[config.mk]
export PLATFORM = sky130hd
export DESIGN_NAME = cs420_avg
export DESIGN_NICKNAME = d
export VERILOG_FILES = /design/src/rtl/core/cs420_pkg.sv /design/src/rtl/core/cs420_avg.sv
export SDC_FILE = /design/constraint.sdc
export NUM_CORES = 1
export LEC_CHECK = 0
export ABC_AREA = 1
export ABC_CLOCK_PERIOD_IN_PS = 1200
export BUFFER_PORTS_ARGS = -buffer_cell sky130_fd_sc_hd__buf_2
export CORE_MARGIN = 2
export CORE_UTILIZATION = 30
export CTS_CLUSTER_SIZE = 40
export DETAILED_ROUTE_END_ITERATION = 8
export GPL_ROUTABILITY_DRIVEN = 0
export SLEW_MARGIN = 10
export SYNTH_ARGS = -nofsm -noshare
export SYNTH_HDL_FRONTEND = slang
export SYNTH_SLANG_ARGS = --single-unit
[constraint.sdc]
create_clock -name clk -period 1.2 [get_ports clk]
set_clock_uncertainty 0.05 [all_clocks]
set_input_delay 0.06 -clock clk [delete_from_list [all_inputs] [get_ports clk]]
set_output_delay 0.06 -clock clk [all_outputs]
set_load 0.05 [all_outputs]
[src/rtl/core/cs420_pkg.sv]
`default_nettype none

package cs420_pkg;

    localparam int BYTE_W    = 8;
    localparam int SUM_W     = 9;
    localparam int LINE_W    = 2 * SUM_W;
    localparam int CCOL_W    = 12;
    localparam int LWIDTH_W  = 13;
    localparam int CFG_IDX_W = 1;
    localparam int IN_DATA_W  = 24;
    localparam int OUT_DATA_W = 40;

    localparam logic [1:0] MODE_MONO = 2'd0;
    localparam logic [1:0] MODE_420  = 2'd1;
    localparam logic [1:0] MODE_422  = 2'd2;
    localparam logic [1:0] MODE_444  = 2'd3;

    localparam logic [CFG_IDX_W-1:0] REG_MODE  = 1'b0;
    localparam logic [CFG_IDX_W-1:0] REG_WIDTH = 1'b1;

    localparam logic [1:0]          MODE_RESET  = MODE_420;
    localparam logic [LWIDTH_W-1:0] WIDTH_RESET = 13'd1920;

    typedef enum logic [1:0] {
        OP_NONE,
        OP_PASS,
        OP_AVG2,
        OP_AVG4
    } chroma_op_t;

    typedef struct packed {
        logic [BYTE_W-1:0] y;
        chroma_op_t        op;
        logic [SUM_W-1:0]  su;
        logic [SUM_W-1:0]  sv;
        logic [CCOL_W-1:0] ccol;
    } cs420_stage_t;

endpackage

`default_nettype wire

[src/rtl/core/cs420_avg.sv]
`default_nettype none

module cs420_avg
    import cs420_pkg::*;
(
    input  wire logic              clk,
    input  wire logic              rst_n,
    input  wire logic              load,
    input  wire logic              out_ready,
    input  wire cs420_stage_t      stage,
    input  wire logic [LINE_W-1:0] line_data,
    output logic                   out_valid_reg,
    output logic [BYTE_W-1:0]      y_reg,
    output logic                   cvalid_reg,
    output logic [BYTE_W-1:0]      u_reg,
    output logic [BYTE_W-1:0]      v_reg,
    output logic [CCOL_W-1:0]      ccol_reg
);

    logic [SUM_W:0]    sum_u, sum_v;
    logic [BYTE_W-1:0] u_next, v_next;
    logic              cvalid_next;
    logic [CCOL_W-1:0] ccol_next;
    logic              out_valid_next;

    always_comb
    begin
        sum_u       = '0;
        sum_v       = '0;
        u_next      = '0;
        v_next      = '0;
        cvalid_next = 1'b1;
        ccol_next   = stage.ccol;
        case (stage.op)
            OP_PASS:
            begin
                u_next = stage.su[BYTE_W-1:0];
                v_next = stage.sv[BYTE_W-1:0];
            end
            OP_AVG2:
            begin
                sum_u  = {1'b0, stage.su} + (SUM_W+1)'(1);
                sum_v  = {1'b0, stage.sv} + (SUM_W+1)'(1);
                u_next = sum_u[BYTE_W:1];
                v_next = sum_v[BYTE_W:1];
            end
            OP_AVG4:
            begin
                sum_u  = {1'b0, stage.su} + {1'b0, line_data[SUM_W-1:0]} + (SUM_W+1)'(2);
                sum_v  = {1'b0, stage.sv} + {1'b0, line_data[LINE_W-1:SUM_W]}
                         + (SUM_W+1)'(2);
                u_next = sum_u[SUM_W:2];
                v_next = sum_v[SUM_W:2];
            end
            default:
            begin
                cvalid_next = 1'b0;
                ccol_next   = '0;
            end
        endcase

        if (load)
        begin
            out_valid_next = 1'b1;
        end
        else if (out_ready)
        begin
            out_valid_next = 1'b0;
        end
        else
        begin
            out_valid_next = out_valid_reg;
        end
    end

    always_ff @(posedge clk or negedge rst_n)
    begin
        if (!rst_n)
        begin
            out_valid_reg <= 1'b0;
        end
        else
        begin
            out_valid_reg <= out_valid_next;
        end
    end

    always_ff @(posedge clk)
    begin
        if (load)
        begin
            y_reg      <= stage.y;
            cvalid_reg <= cvalid_next;
            u_reg      <= u_next;
            v_reg      <= v_next;
            ccol_reg   <= ccol_next;
        end
    end

endmodule

`default_nettype wire

==> results of run 1 <==
per-layer routing:
metal	global-route usage (%)	vias up	part of all wire (%)
li1	-	1516	-
met1	18.64	1335	43
met2	27.70	104	49
met3	2.576	8	7.4
met4	3.795	0	0.94
met5	0	-	0
worst register-to-register path: cells and delay by family (launching register included):
family / cells / cell delay [ns]
flops: 1 / 0.39
buf+inv: 1 / 0.06
compound gates: 1 / 0.05
power groups by stage:
stage,combinational (mW),clock (mW),sequential (mW)
6_report,2.10,0.878,1.65
3_5_place_dp,1.88,0,1.67
5_1_grt,2.29,0.953,1.66
3_3_place_gp,1.85,0,1.67
4_1_cts,2.04,0.904,1.65
2_1_floorplan,0.823,0,2.12
area by class of cell:
| type | instances | share of cell area [%] |
|---|---|---|
| sequential | 38 | 23.85 |
| tap | 129 | 3.388 |
| timing repair buffer | 153 | 21.78 |
| clock buffer | 6 | 1.524 |
| multi-input combinational | 257 | 42.37 |
| clock inverter | 2 | 0.2101 |
| inverter | 74 | 6.882 |
path summary, 6_finish.rpt:
| path | slack, ns | endpoint | startpoint | cells past startpoint |
|---|---|---|---|---|
| setup / recovery | -0.15 | u_reg[3] | line_data[1] | 10 |
| hold / removal | 0.03 | ccol_reg[1] | stage[1] | 3 |
| setup reg to reg | 0.54 | out_valid_reg | out_valid_reg | 2 |
| hold reg to reg | 0.49 | out_valid_reg | out_valid_reg | 2 |
| max in group asynchronous | 0.98 | out_valid_reg | rst_n | 2 |
| min in group asynchronous | 0.04 | out_valid_reg | rst_n | 2 |
cell usage in the layout (no fill, tap or decap), types with 3 or more instances in the layout:
master,instances
nand2_4,3
inv_12,4
nand3_1,25
clkbuf_8,5
a31oi_1,3
o21ai_0,6
dlygate4sd3_1,10
nand4_1,6
inv_1,63
nor2_1,33
edfxtp_1,37
or2_4,3
buf_2,89
buf_12,3
buf_8,4
buf_6,5
buf_4,42
nand3_2,8
a21oi_2,9
inv_2,7
nor2_4,4
nand2_2,14
nand2_1,84
ha_4,30
nor2_2,9
a21oi_1,5
per-stage QoR:
stage	hold WS [ns]	setup slack (ns)	power, mW	setup TNS, ns	util (%)
global route	0.02930	-0.1868	4.898	-1.735	51.07
finish	0.02791	-0.1530	4.619	-0.8213	51.07
floorplan	-0.2856	-0.3542	2.947	-3.073	-
CTS	0.01734	-0.1313	4.593	-0.7513	50.28
detailed placement	-0.2111	-0.6192	3.557	-7.503	45.55
global placement	-0.2136	-0.5854	3.525	-7.148	45.55
kinds of logic (layout without fill, tap and decap cells):
family / Yosys count / count (layout) / synth area share (%)
adder cells (fa/ha/maj): 34 / 34 / 15.13
buffers and inverters: 78 / 235 / 10.75
AO/OA/AOI/OAI: 30 / 30 / 6.406
AND/OR/NAND/NOR: 193 / 193 / 28.68
flip-flops: 38 / 38 / 39.04
timing repair:
action                     CTS  global route
hold buffers                10             0
pin swaps                   22            15
setup endpoints to repair   14            14
hold endpoints to repair    10             0
resized for setup           45            20
setup buffers                5             1
==> out/metrics.cfg, run 1 <==
[layout]
instances_no_fill = 659
area_delta_synth_final_pct = 63.67
fin_area_um2 = 4763
regArea_um2 = 1136
n_fill_cell = 883
multi_input_area_um2 = 2018
largest_reg_flops = 12
fin_nets = 625
diodes = 0
drive_above_1_share_pct = 47.17

[clocking]
cts.root.buffer_cell = clkbuf_8
cts_max_level = 2
clk_latency_ns = 0.28
cts_made_buffers = 5
clk_pin_slew_ns = 0.09
cts_tree = yes
cts_sinks = 38
cts_buffer_depth = 2

[timing]
hold_viol = 0
setup_violations = 12
maxSlewHeadroom_pct = 74.93
post-route-period-util_pct = 112.8
fmax_mhz = 739.1
fin_crit_ns = 1.353
worst_slew_pin_slew_ns = 0.3752
drv_slew = 0
rsz0062_at_grt = true
setup_ws_ns = -0.1530

[worst_setup_path]
worstPathArrival_ns = 1.34
timing_worst_setup_path_type = in -> reg
crit_path_end_kind = flip-flop
path_max_fanout = 3
path_delay_family = adder cells
crit_required_ns = 1.19
crit_top_cell = nand3_2
cp_cell_sequence = buf_8, inv_12, ha_4, nor2_4, fa_2, nand3_2, nand2_2, or2_4, nand3_2, o211ai_1
cp_slowest_cell = fa_2
cp-start-kind = input port
cp_num_buf_inv = 2
critPathMaxStageDelay_ns = 0.35

[power]
ir_drop_v = 0.0003931
net-switching-power_mw = 1.750
sw_frac_of_total_pct = 37.88
p_int_mw = 2.870
leakagePower_nw = 2.280
power_frac_comb_pct = 45.4
power.density_nw_per_um2 = 969.8
clkPwrFrac_pct = 19.0
power_frac_seq_pct = 35.6

[yosys]
yosys.area.top_type = edfxtp_1
ys_seq_area_share_pct = 39.04
synth.distinct_cells = 24
synth_top_area_share_pct = 38.18
netlist_top_cells_area = edfxtp_1 (38%), ha_1 (14%), nand2_1 (13%)
yosysMostFrequentCell = nand2_1
synth_seq_cells = 38
syn_area_um2 = 2910
synthArstFlopShare_pct = 2.632
synth-edff-count = 37
synth_flop_cell = edfxtp_1
synth.avg_cell_area_um2 = 7.802
synth_common_cells = nand2_1 (101), inv_1 (70), edfxtp_1 (37)
yosysWarnings = 0
synthCells = 373
syn_nets = 469

[drt]
routed_via_density = 4.496
ant_nets = 0
wire_per_inst_um = 12.01
vias = 2963
drtIter0Drc = 160
first_pass_iters = 4
drc = 0
finalWirelength_um = 7914

[outcome]
violations = negative setup slack
outcome = finished with violations

[die]
ioPinCount = 100
initial_utilization_pct = 31.20
fp-row-count = 35
die-area_um2 = 10510
fp.dieH_um = 102.5
die_w_um = 102.5
core_area_um2 = 9328

[min_path]
hold_class = in -> reg

[grt]
grt_overflow_total = 0
grt_max_degree = 39
grt_use_total_pct = 15.22
antenna_found_initial = 0
grt_pass1_wl_um = 12660
grt_pass1_vias = 2861

[placement]
io_buffers = 99
placed_cell_area_um2 = 4249
dp.cells = 635
post-dp-hpwl_um = 6114

[flow_run]
cap_violations = 0

Note: power is estimated with default switching activity, not from simulation.
==> run 2, diff against run 1 <==
--- a/config.mk
+++ b/config.mk
@@ -6,14 +6,13 @@
 export NUM_CORES = 1
 export LEC_CHECK = 0
 export ABC_AREA = 1
-export ABC_CLOCK_PERIOD_IN_PS = 1200
+export ABC_CLOCK_PERIOD_IN_PS = 1500
 export BUFFER_PORTS_ARGS = -buffer_cell sky130_fd_sc_hd__buf_2
 export CORE_MARGIN = 2
 export CORE_UTILIZATION = 30
 export CTS_CLUSTER_SIZE = 40
 export DETAILED_ROUTE_END_ITERATION = 8
 export GPL_ROUTABILITY_DRIVEN = 0
-export SLEW_MARGIN = 10
 export SYNTH_ARGS = -nofsm -noshare
 export SYNTH_HDL_FRONTEND = slang
 export SYNTH_SLANG_ARGS = --single-unit
==> constraint.sdc (replaced) <==
create_clock -name clk -period 1.5 [get_ports clk]
set_clock_uncertainty 0.05 [all_clocks]
set_input_delay 0.075 -clock clk [delete_from_list [all_inputs] [get_ports clk]]
set_output_delay 0.075 -clock clk [all_outputs]
set_load 0.05 [all_outputs]
==> out/metrics.cfg, run 2 (same netlist as run 1, synthesis figures left out) <==
[outcome]
outcome = finished, final reports clean

[grt]
grt_overflow_total = 0  ; unchanged
antenna_found_initial = 0  ; unchanged
grt_max_degree = 39  ; unchanged
grt_pass1_wl_um = 11960  ; -5.6%
grt_pass1_vias = 2801  ; -2.1%
grt_use_total_pct = 14.32  ; -0.89 points

[layout]
fin_nets = 618  ; -1.1%
instances_no_fill = 652  ; -1.1%
final_cell_mix = nand2_1 (99), buf_2 (97), inv_1 (65), edfxtp_1 (37), buf_4 (37)
area_delta_synth_final_pct = 45.18
final_common_cell = nand2_1
utilization_pct = 45.30  ; -5.8 points
diodes = 0  ; unchanged
largest_reg_flops = 12  ; unchanged
drive_above_1_share_pct = 36.71  ; -10 points

[die]
core_area_um2 = 9328  ; unchanged
die_w_um = 102.5  ; unchanged
fp-row-count = 35  ; unchanged
die-area_um2 = 10510  ; unchanged
ioPinCount = 100  ; unchanged
fp.dieH_um = 102.5  ; unchanged
initial_utilization_pct = 31.20  ; unchanged

[clocking]
clk_latency_ns = 0.27  ; about the same
clk_pin_slew_ns = 0.07  ; -0.02 ns
cts_buffer_depth = 2  ; unchanged
postCtsSetupRepairBufs = 0  ; -5
cts_sinks = 38  ; unchanged
cts.root.buffer_cell = clkbuf_8
cts_max_level = 2  ; unchanged
cts_made_buffers = 5  ; unchanged
cts_tree = yes

[placement]
post-dp-hpwl_um = 6012  ; -1.7%
io_buffers = 99  ; unchanged
dp.cells = 634  ; -0.16%

[worst_setup_path]
cp_num_buf_inv = 2  ; unchanged
path_max_fanout = 4  ; +1
cp_slowest_cell = fa_2
timing_worst_setup_path_type = in -> reg
r2r-start = out_valid_reg
reg2reg_to = out_valid_reg
cp_cell_sequence = buf_4, inv_8, ha_4, nor2_4, fa_2, nand3_2, nand2_2, or2_4, nand3_2, o211ai_2
path_delay_family = adder cells
reg2reg_slack_ns = 0.85  ; +0.31 ns
critPathMaxStageDelay_ns = 0.40  ; +0.05 ns
worstPathArrival_ns = 1.45  ; +0.11 ns
crit_path_end_kind = flip-flop
crit_top_cell = nand3_2
reg2regPathDepth = 2  ; unchanged
crit_required_ns = 1.48  ; +0.29 ns
cp-start-kind = input port

[power]
ir_drop_v = 0.0003084  ; -22%
leakagePower_nw = 2.181  ; -4.3%
power.density_nw_per_um2 = 806.0  ; -17%

[drt]
first_pass_iters = 4  ; unchanged
wire_per_inst_um = 11.30  ; -5.9%
ant_nets = 0  ; unchanged
routed_via_density = 4.344  ; -3.4%
drc = 0  ; unchanged
vias = 2832  ; -4.4%
drtIter0Drc = 119  ; -26%
finalWirelength_um = 7368  ; -6.9%

[timing]
rsz0062_at_grt = true
fin_crit_ns = 1.465
drv_slew = 0  ; unchanged
worst_slew_pin_slew_ns = 0.3038  ; -0.07133 ns
setup_violations = 0  ; -12
fmax_mhz = 682.7
hold_viol = 0  ; unchanged
maxSlewHeadroom_pct = 79.70  ; +4.8 points
post-route-period-util_pct = 97.66

[flow_run]
cap_violations = 0  ; unchanged

[min_path]
hold_class = in -> async

[run 2: cell type report]
class | instances | area (um^2)
fillers | 953 | 5102
well taps | 129 | 161.4
flip-flops and latches | 38 | 1136
inverters | 74 | 302.8
clock inverters | 2 | 10.01
multi-input cells | 257 | 1648
clock buffers | 6 | 72.57
repair buffers | 146 | 894.6
[run 2: worst max path at each step]
stage	cells after the start	to	from	slack [ns]
2_1_floorplan	9	u_reg[3]	stage[22]	-0.07
3_3_place_gp	10	u_reg[3]	stage[22]	-0.31
3_5_place_dp	10	u_reg[3]	stage[22]	-0.33
4_1_cts	10	v_reg[3]	stage[13]	0.01
5_1_grt	12	u_reg[6]	stage[23]	-0.01
6_report	10	v_reg[3]	stage[13]	0.04
[run 2: per-stage QoR]
stage               setup slack, ns  hold WS, ns  power (mW)  setup TNS [ns]  area, um^2
floorplan                  -0.06938      -0.2706       2.267         -0.1383        3118
global placement            -0.3101      -0.1997       2.719          -2.976        4030
detailed placement          -0.3345      -0.1978       2.747          -3.387        4030
CTS                         0.01311      0.02540       3.446               0        4215
global route               -0.01464      0.04469       3.635        -0.01547        4225
finish                      0.03513      0.04574       3.406               0        4225
[run 2: where the power goes]
group          internal (mW)  total, mW  leakage, nW  switching (mW)
Clock                  0.322      0.666       0.0450           0.344
Combinational          0.537       1.42         1.77           0.887
Sequential              1.29       1.32        0.371          0.0287
Total                   2.15       3.41         2.18            1.26
[run 2: worst register-to-register path, stage by stage (launching register included)]
cell and delay, ns:
dfrtp_1 0.38, inv_1 0.06, o21bai_1 0.05
[run 2: routing by layer]
layer,vias to the layer above,track usage [%],share of wire [%]
li1,1501,-,-
met1,1239,18.02,46
met2,90,25.84,47
met3,2,1.763,6.8
met4,0,3.897,0.45
met5,-,0,0
[run 2: what timing repair did]
action                                  4_1_cts  5_1_grt
hold endpoints to repair                     10        0
hold buffers                                 10        0
gates resized for setup                       1        4
endpoints found under the setup margin        1        8
