[config.mk]
export PLATFORM = sky130hd
export DESIGN_NAME = cs420_front
export DESIGN_NICKNAME = d
export VERILOG_FILES = /design/src/rtl/core/cs420_pkg.sv /design/src/rtl/core/cs420_front.sv
export SDC_FILE = /design/constraint.sdc
export NUM_CORES = 1
export LEC_CHECK = 0
export ABC_AREA = 1
export BUFFER_PORTS_ARGS = -buffer_cell sky130_fd_sc_hd__buf_4
export CAP_MARGIN = 20
export CORE_MARGIN = 2
export CORE_UTILIZATION = 52
export CTS_BUF_LIST = sky130_fd_sc_hd__clkbuf_4 sky130_fd_sc_hd__clkbuf_8 sky130_fd_sc_hd__clkbuf_16
export DETAILED_ROUTE_END_ITERATION = 16
export PLACE_DENSITY_LB_ADDON = 0.1
export SYNTH_ARGS = -nofsm -noshare
export SYNTH_HDL_FRONTEND = slang
export SYNTH_SLANG_ARGS = --single-unit
[constraint.sdc]
create_clock -name clk -period 2.85 [get_ports clk]
set_clock_uncertainty 0.15 [all_clocks]
set_input_delay 0.1425 -clock clk [delete_from_list [all_inputs] [get_ports clk]]
set_output_delay 0.1425 -clock clk [all_outputs]
set_load 0.005 [all_outputs]
[src/rtl/core/cs420_pkg.sv]
`default_nettype none

package cs420_pkg;

    localparam int BYTE_W    = 8;
    localparam int SUM_W     = 9;
    localparam int LINE_W    = 2 * SUM_W;
    localparam int CCOL_W    = 12;
    localparam int LWIDTH_W  = 13;
    localparam int CFG_IDX_W = 1;
    localparam int IN_DATA_W  = 24;
    localparam int OUT_DATA_W = 40;

    localparam logic [1:0] MODE_MONO = 2'd0;
    localparam logic [1:0] MODE_420  = 2'd1;
    localparam logic [1:0] MODE_422  = 2'd2;
    localparam logic [1:0] MODE_444  = 2'd3;

    localparam logic [CFG_IDX_W-1:0] REG_MODE  = 1'b0;
    localparam logic [CFG_IDX_W-1:0] REG_WIDTH = 1'b1;

    localparam logic [1:0]          MODE_RESET  = MODE_420;
    localparam logic [LWIDTH_W-1:0] WIDTH_RESET = 13'd1920;

    typedef enum logic [1:0] {
        OP_NONE,
        OP_PASS,
        OP_AVG2,
        OP_AVG4
    } chroma_op_t;

    typedef struct packed {
        logic [BYTE_W-1:0] y;
        chroma_op_t        op;
        logic [SUM_W-1:0]  su;
        logic [SUM_W-1:0]  sv;
        logic [CCOL_W-1:0] ccol;
    } cs420_stage_t;

endpackage

`default_nettype wire

[src/rtl/core/cs420_front.sv]
`default_nettype none

module cs420_front
    import cs420_pkg::*;
#(
    parameter int MAX_WIDTH = 4096
)
(
    input  wire logic                clk,
    input  wire logic                rst_n,
    input  wire logic                accept,
    input  wire logic                advance,
    input  wire logic                frame_start,
    input  wire logic [BYTE_W-1:0]   y_in,
    input  wire logic [BYTE_W-1:0]   u_in,
    input  wire logic [BYTE_W-1:0]   v_in,
    input  wire logic [1:0]          mode,
    input  wire logic [LWIDTH_W-1:0] line_width,
    output logic                     mem_we,
    output logic                     mem_re,
    output logic [$clog2(MAX_WIDTH/2)-1:0] mem_addr,
    output logic [LINE_W-1:0]        mem_wdata,
    output cs420_stage_t             stage_reg,
    output logic                     stage_valid_reg
);

    localparam int CW = $clog2(MAX_WIDTH);
    localparam int AW = $clog2(MAX_WIDTH / 2);
    localparam int WW = (CW + 1 > LWIDTH_W) ? CW + 1 : LWIDTH_W;

    logic [CW-1:0]     col_reg, col_next, col_cur;
    logic              odd_reg, odd_next, odd_cur;
    logic [BYTE_W-1:0] held_u_reg, held_u_next, held_v_reg, held_v_next;
    logic [SUM_W-1:0]  pair_u, pair_v;
    logic [WW-1:0]     lw_ext, eff_width, col_inc;
    cs420_stage_t      stage_next;
    logic              stage_valid_next;

    always_comb
    begin
        lw_ext = WW'(line_width);
        if (lw_ext < WW'(2))
        begin
            eff_width = WW'(2);
        end
        else if (lw_ext > WW'(MAX_WIDTH))
        begin
            eff_width = WW'(MAX_WIDTH);
        end
        else
        begin
            eff_width = lw_ext;
        end
    end

    always_comb
    begin
        col_cur = frame_start ? '0 : col_reg;
        odd_cur = frame_start ? 1'b0 : odd_reg;
        pair_u  = {1'b0, held_u_reg} + {1'b0, u_in};
        pair_v  = {1'b0, held_v_reg} + {1'b0, v_in};

        held_u_next = held_u_reg;
        held_v_next = held_v_reg;
        mem_we      = 1'b0;
        mem_re      = 1'b0;
        mem_addr    = col_cur[AW:1];
        mem_wdata   = {pair_v, pair_u};

        stage_next.y    = y_in;
        stage_next.op   = OP_NONE;
        stage_next.su   = pair_u;
        stage_next.sv   = pair_v;
        stage_next.ccol = CCOL_W'(col_cur >> 1);

        case (mode) inside
            MODE_444:
            begin
                stage_next.op   = OP_PASS;
                stage_next.su   = {1'b0, u_in};
                stage_next.sv   = {1'b0, v_in};
                stage_next.ccol = CCOL_W'(col_cur);
            end
            MODE_422, MODE_420:
            begin
                if (!col_cur[0])
                begin
                    held_u_next = u_in;
                    held_v_next = v_in;
                end
                else if (mode == MODE_422)
                begin
                    stage_next.op = OP_AVG2;
                end
                else if (!odd_cur)
                begin
                    mem_we = accept;
                end
                else
                begin
                    mem_re        = accept;
                    stage_next.op = OP_AVG4;
                end
            end
            default:
            begin
                stage_next.op = OP_NONE;
            end
        endcase

        col_inc = WW'(col_cur) + WW'(1);
        if (col_inc >= eff_width)
        begin
            col_next = '0;
            odd_next = ~odd_cur;
        end
        else
        begin
            col_next = CW'(col_inc);
            odd_next = odd_cur;
        end

        if (accept)
        begin
            stage_valid_next = 1'b1;
        end
        else if (advance)
        begin
            stage_valid_next = 1'b0;
        end
        else
        begin
            stage_valid_next = stage_valid_reg;
        end
    end

    always_ff @(posedge clk or negedge rst_n)
    begin
        if (!rst_n)
        begin
            col_reg         <= '0;
            odd_reg         <= 1'b0;
            held_u_reg      <= '0;
            held_v_reg      <= '0;
            stage_valid_reg <= 1'b0;
        end
        else
        begin
            stage_valid_reg <= stage_valid_next;
            if (accept)
            begin
                col_reg    <= col_next;
                odd_reg    <= odd_next;
                held_u_reg <= held_u_next;
                held_v_reg <= held_v_next;
            end
        end
    end

    always_ff @(posedge clk)
    begin
        if (accept)
        begin
            stage_reg <= stage_next;
        end
    end

endmodule

`default_nettype wire

==> summary.txt, run 1 <==
Yosys top cell by area: edfxtp_1
dpl cell area: 5400 um2
starting density of the core: 53.4%
GRT overflow: 0
peak supply drop: 0.480 mV
syn_nets: 596
# fillers: 632
crit-path cells: nand2_2 > nor2_8 > nand2_4 > nor2_2 > nand2_1 > and2_1 > ha_1 > nand2_1 > inv_1 > nand2_1 > nand2_1 > a21oi_2 > buf_4 > nand3_2 > o21bai_1
# H-tree levels: 3
gr usage total: 24.6%
Worst setup SP type: flop
Finished Layout Cells: 782
Max-Cap Viols: 0
Power Dens Cells: 548 nW/um2
Final Worst Setup Slack: 152 ps
fin nets: 750
Worst slew margin: 66.0%
die width: 95.9 um
delay-heaviest family, CP: simple AND/OR/NAND/NOR gates
antenna-violating nets left: 0
clock power share: 23.4%
fin area: 5940 um2
Hold Crit Class: in -> reg
Reg clk slew, reported paths: 70 ps
area grow syn2layout: 35.2%
Largest register FFs: 40
drt initial violations: 234
NetSw: 1.02 mW
first-pass GRT wire length: 17400 um
RSZ-0062 raised after global routing: true
Placer Congestion: 0.932
antenna violations before repair: 0
Top cell by count, worst path: nand2_1
Vias: 3951
Gate Count Post-Synth: 518
worst slew pin tran: 511 ps
maximum clock rate: 371 MHz
First-pass DRT Iterations: 5
Req. time, crit path: 2960 ps
Hold Vio Cnt, Final: 0
top cells by count, synth: nand2_1 (141), inv_1 (72), o21ai_0 (48)
max-slew violation count: 0
# IOs: 116
Synth Flop Type: edfxtp_1
Buffers on Ports: 115
CP max FO: 6
Core Rows: 33
final worst-path cycle share: 94.7%
crit path time final: 2700 ps
Core Box Area: 8220 um2
Int Pwr: 2.23 mW
count of final setup violators: 0
worst hold margin: 48.0 ps
count leader, synth: nand2_1
CTS Buf Count: 9
post-synthesis cell area: 4390 um2
Vias/cell: 5.05
DRC: 0
Post-DP HPWL: 7890 um
Critical path buffers and inverters: 2
Synth top area share: 27.4%
clk_lat worst skew: 330 ps
Switching Fraction: 31.5%
Crit. End Element: flop
maximum root-to-sink buffer count: 2
Async S/R FF share, synth: 42.9%
CP peak stage delay: 440 ps
antenna fix cells: 0
dpl ws: -34.1 ps
final WL: 10900 um
Die Ht: 95.9 um
outcome: complete, no violations
fraction of layout cells with a size suffix above 1: 26.7%
TritonCTS clock tree: yes
number of clock sinks: 70
largest net degree at the start of global routing: 42
number of global-route vias before repair: 3776
DP Cell Count: 736
Lkg Pwr: 3.06 nW
Yosys reg bits: 70
sequential share of the synthesized area: 44.5%
Netlist cell types: 40
Worst EP arrival: 2800 ps
Post-synth EDFFs: 40
Clock Tree Root: clkbuf_8
DR WL/cell: 13.9 um
slowest CP cell: dfrtp_1
Synth area leaders: edfxtp_1 (27%), dfrtp_1 (17%), nand2_1 (12%)
yosys warns: 0
die area: 9190 um2
syn_area_per_cell: 8.48 um2
critical path type: reg -> reg
Combinational Power Share: 36.2%
area of the multi-input gates: 2140 um2
storage element area: 1950 um2
Flop pwr share: 40.4%
## stage by stage
step	TNS (ps)	utilization (%)	power [mW]
2_1_floorplan	0	-	1.93
3_3_place_gp	0	65.7	2.43
3_5_place_dp	-170	65.7	2.46
4_1_cts	0	71.2	3.25
5_1_grt	-629	72.3	3.48
6_report	0	72.3	3.26
## worst paths after layout
check	cells after the start	end	startpoint	slack, ps
max	15	col_reg[10]	col_reg[2]	150
min	1	stage_reg[25]	accept	50
max reg2reg	15	col_reg[10]	col_reg[2]	150
min reg2reg	2	held_v_reg[2]	held_v_reg[2]	340
max in group asynchronous	2	held_v_reg[5]	rst_n	2100
min in group asynchronous	2	held_u_reg[5]	rst_n	130
## per-layer routing
metal	vias up	track usage [%]	part of all wire, %
met4	0	4.88	0.79
met2	122	41.8	48
met5	-	0	0
met3	12	6.81	7.4
met1	1825	31.6	44
li1	1992	-	-
## layout make-up
| class | instances | share of cell area, % |
|---|---|---|
| inverters | 76 | 4.93 |
| multi-input cells | 359 | 36.1 |
| well taps | 105 | 2.21 |
| repair buffers | 156 | 20.8 |
| clock buffers | 10 | 2.21 |
| clock inverters | 6 | 0.885 |
| flip-flops and latches | 70 | 32.9 |
## placed cells by master (no fill, tap or decap), types with 6 or more instances in the layout
master and count:
nand2_1 139, dlygate4sd3_1 26, o21ai_0 48, buf_4 130, ha_1 29, nor2_1 32, nand3_1 26, and2_1 6
inv_1 70, edfxtp_1 40, clkbuf_8 9, a21oi_1 15, nand4_1 6, dfrtp_1 30, xor2_1 7
## kinds of logic (layout without fill, tap and decap cells)
| logic type | after synthesis | after routing | synth area share (%) |
|---|---|---|---|
| and+or+nand+nor | 233 | 233 | 24.6 |
| DFF | 70 | 70 | 44.5 |
| xor gates and xnor gates | 11 | 11 | 2.54 |
| AOI/OAI and AO/OA | 79 | 79 | 9.52 |
| buffers and inverters | 89 | 248 | 8.21 |
| muxes | 2 | 2 | 0.684 |
| adders and majority gates | 34 | 34 | 10.0 |
## power groups by stage
stage	sequential, mW	combinational (mW)	clock [mW]
final	1.32	1.18	0.761
after detailed placement	1.34	1.12	0
after global placement	1.33	1.09	0
after CTS	1.32	1.16	0.780
after floorplan	1.33	0.599	0
after global routing	1.33	1.32	0.822
## repair_timing
item	CTS	global route
hold buffers	26	0
setup buffers	0	4
resized for setup	1	12
setup endpoints to repair	8	13
pin swaps	0	12
hold endpoints to repair	58	0
Power figures use the tool's default switching activity.
==> run 2: changes to the inputs <==
--- a/config.mk
+++ b/config.mk
@@ -9,7 +9,7 @@
 export BUFFER_PORTS_ARGS = -buffer_cell sky130_fd_sc_hd__buf_4
 export CAP_MARGIN = 20
 export CORE_MARGIN = 2
-export CORE_UTILIZATION = 52
+export CORE_UTILIZATION = 30
 export CTS_BUF_LIST = sky130_fd_sc_hd__clkbuf_4 sky130_fd_sc_hd__clkbuf_8 sky130_fd_sc_hd__clkbuf_16
 export DETAILED_ROUTE_END_ITERATION = 16
 export PLACE_DENSITY_LB_ADDON = 0.1
==> summary.txt, run 2 (synthesized netlist as in run 1, its figures left out) <==
worst hold margin: 148 ps (+99.7 ps)
# fillers: 1457 (+130%)
storage element area: 1950 um2 (unchanged)
delay-heaviest family, CP: simple AND/OR/NAND/NOR gates
Reg clk slew, reported paths: 60 ps (about the same)
outcome: complete, no violations
maximum clock rate: 370 MHz (about the same)
RSZ-0062 raised after global routing: true
Power Dens Cells: 570 nW/um2 (+3.9%)
peak supply drop: 0.257 mV (-46%)
Req. time, crit path: 2950 ps (about the same)
Worst EP arrival: 2800 ps (about the same)
antenna violations before repair: 0 (unchanged)
GRT overflow: 0 (unchanged)
antenna fix cells: 0 (unchanged)
largest net degree at the start of global routing: 56 (+33%)
Core Rows: 44 (+33%)
critical path type: reg -> reg
Hold Vio Cnt, Final: 0 (unchanged)
Critical path buffers and inverters: 3 (+1)
count of final setup violators: 0 (unchanged)
area of the multi-input gates: 2140 um2 (unchanged)
CTS Buf Count: 9 (unchanged)
area grow syn2layout: 40.6%
CP max FO: 7 (+1)
fraction of layout cells with a size suffix above 1: 27.0% (+0.31 points)
# H-tree levels: 3 (unchanged)
gr usage total: 14.9% (-9.7 points)
final WL: 11600 um (+6.9%)
slowest CP cell: dfrtp_1
Max-Cap Viols: 0 (unchanged)
Core Box Area: 14400 um2 (+76%)
Worst setup SP type: flop
most common cell after layout, fill and taps aside: nand2_1
worst slew pin tran: 722 ps (+211 ps)
crit-path cells: inv_1 > nor2_4 > ha_4 > nand3_4 > nor2_8 > nand4_1 > nor2_1 > ha_1 > nand2_1 > nor2_4 > buf_4 > a21oi_2 > buf_4 > nand3_1 > o21bai_1
fin nets: 757 (+0.93%)
Clock Tree Root: clkbuf_16
Vias/cell: 4.44 (-12%)
CP peak stage delay: 350 ps (-90 ps)
starting density of the core: 30.4% (-23 points)
maximum root-to-sink buffer count: 2 (unchanged)
die width: 125 um (+30%)
first-pass GRT wire length: 18800 um (+7.9%)
Placer Congestion: 0.839 (-10%)
number of clock sinks: 70 (unchanged)
Largest register FFs: 40 (unchanged)
Worst slew margin: 51.9% (-14 points)
Buffers on Ports: 115 (unchanged)
R2R cell count: 15 (unchanged)
First-pass DRT Iterations: 4 (-1)
Die Ht: 125 um (+30%)
# IOs: 116 (unchanged)
clk_lat worst skew: 330 ps (about the same)
max-slew violation count: 0 (unchanged)
number of global-route vias before repair: 3797 (+0.56%)
die area: 15600 um2 (+70%)
final worst-path cycle share: 94.7% (about the same)
DRC: 0 (unchanged)
antenna-violating nets left: 0 (unchanged)
DR WL/cell: 13.4 um (-3.7%)
critical path depth: 15 (unchanged)
TritonCTS clock tree: yes
Lkg Pwr: 3.14 nW (+2.5%)
Layout Utilization: 42.8% (-29 points)
Hold Crit Class: in -> async
drt initial violations: 198 (-15%)
Post-DP HPWL: 8560 um (+8.4%)
Crit. End Element: flop
crit path time final: 2700 ps (+2.34 ps)
most frequent cells in the layout: nand2_1 (139), buf_4 (137), inv_1 (72), o21ai_0 (47), edfxtp_1 (40)
Vias: 3855 (-2.4%)
run 2: power by group:
group	leakage, nW	internal [mW]	switching, mW
logic	2.22	0.583	0.587
registers	0.786	1.25	0.0632
clock network	0.136	0.621	0.413
run 2: layout make-up:
cell class | instances | area share [%]
sequential | 70 | 31.6
multi-input combinational | 359 | 34.7
clock buffer | 13 | 4.14
clock inverter | 3 | 0.203
inverter | 76 | 4.74
timing repair buffer | 163 | 20.9
tap | 184 | 3.73
run 2: final timing paths:
kind,endpoint,from,slack [ps]
max,col_reg[9],col_reg[0],150
min,stage_valid_reg,rst_n,150
max reg2reg,col_reg[9],col_reg[0],150
min reg2reg,held_u_reg[2],held_u_reg[2],340
max in group asynchronous,held_v_reg[5],rst_n,2060
min in group clk,col_reg[0],frame_start,150
run 2: repair_timing:
item                                   4_1_cts  5_1_grt
hold buffers                                26        0
resized for setup                            1       12
buffers inserted                             0        7
endpoints found under the hold margin       58        0
setup endpoints to repair                    9       13
pin swaps                                    0       11
run 2: through the flow:
stage | TNS, ps | total power [mW] | instances | instance area [um2] | setup slack (ps)
2_1_floorplan | 0 | 1.93 | 518 | 4390 | 303
3_3_place_gp | 0 | 2.46 | 819 | 5530 | 44.3
3_5_place_dp | -230 | 2.47 | 819 | 5530 | -45.0
4_1_cts | 0 | 3.56 | 861 | 6060 | 38.0
5_1_grt | -76.6 | 3.76 | 868 | 6170 | -28.2
6_report | 0 | 3.52 | 868 | 6170 | 150
run 2: layer usage:
metal | GRT usage, % | share of wire, % | vias up
li1 | - | - | 2010
met1 | 18.9 | 46 | 1753
met2 | 26.1 | 49 | 82
met3 | 2.61 | 3.8 | 10
met4 | 4.51 | 1.2 | 0
met5 | 0 | 0 | -
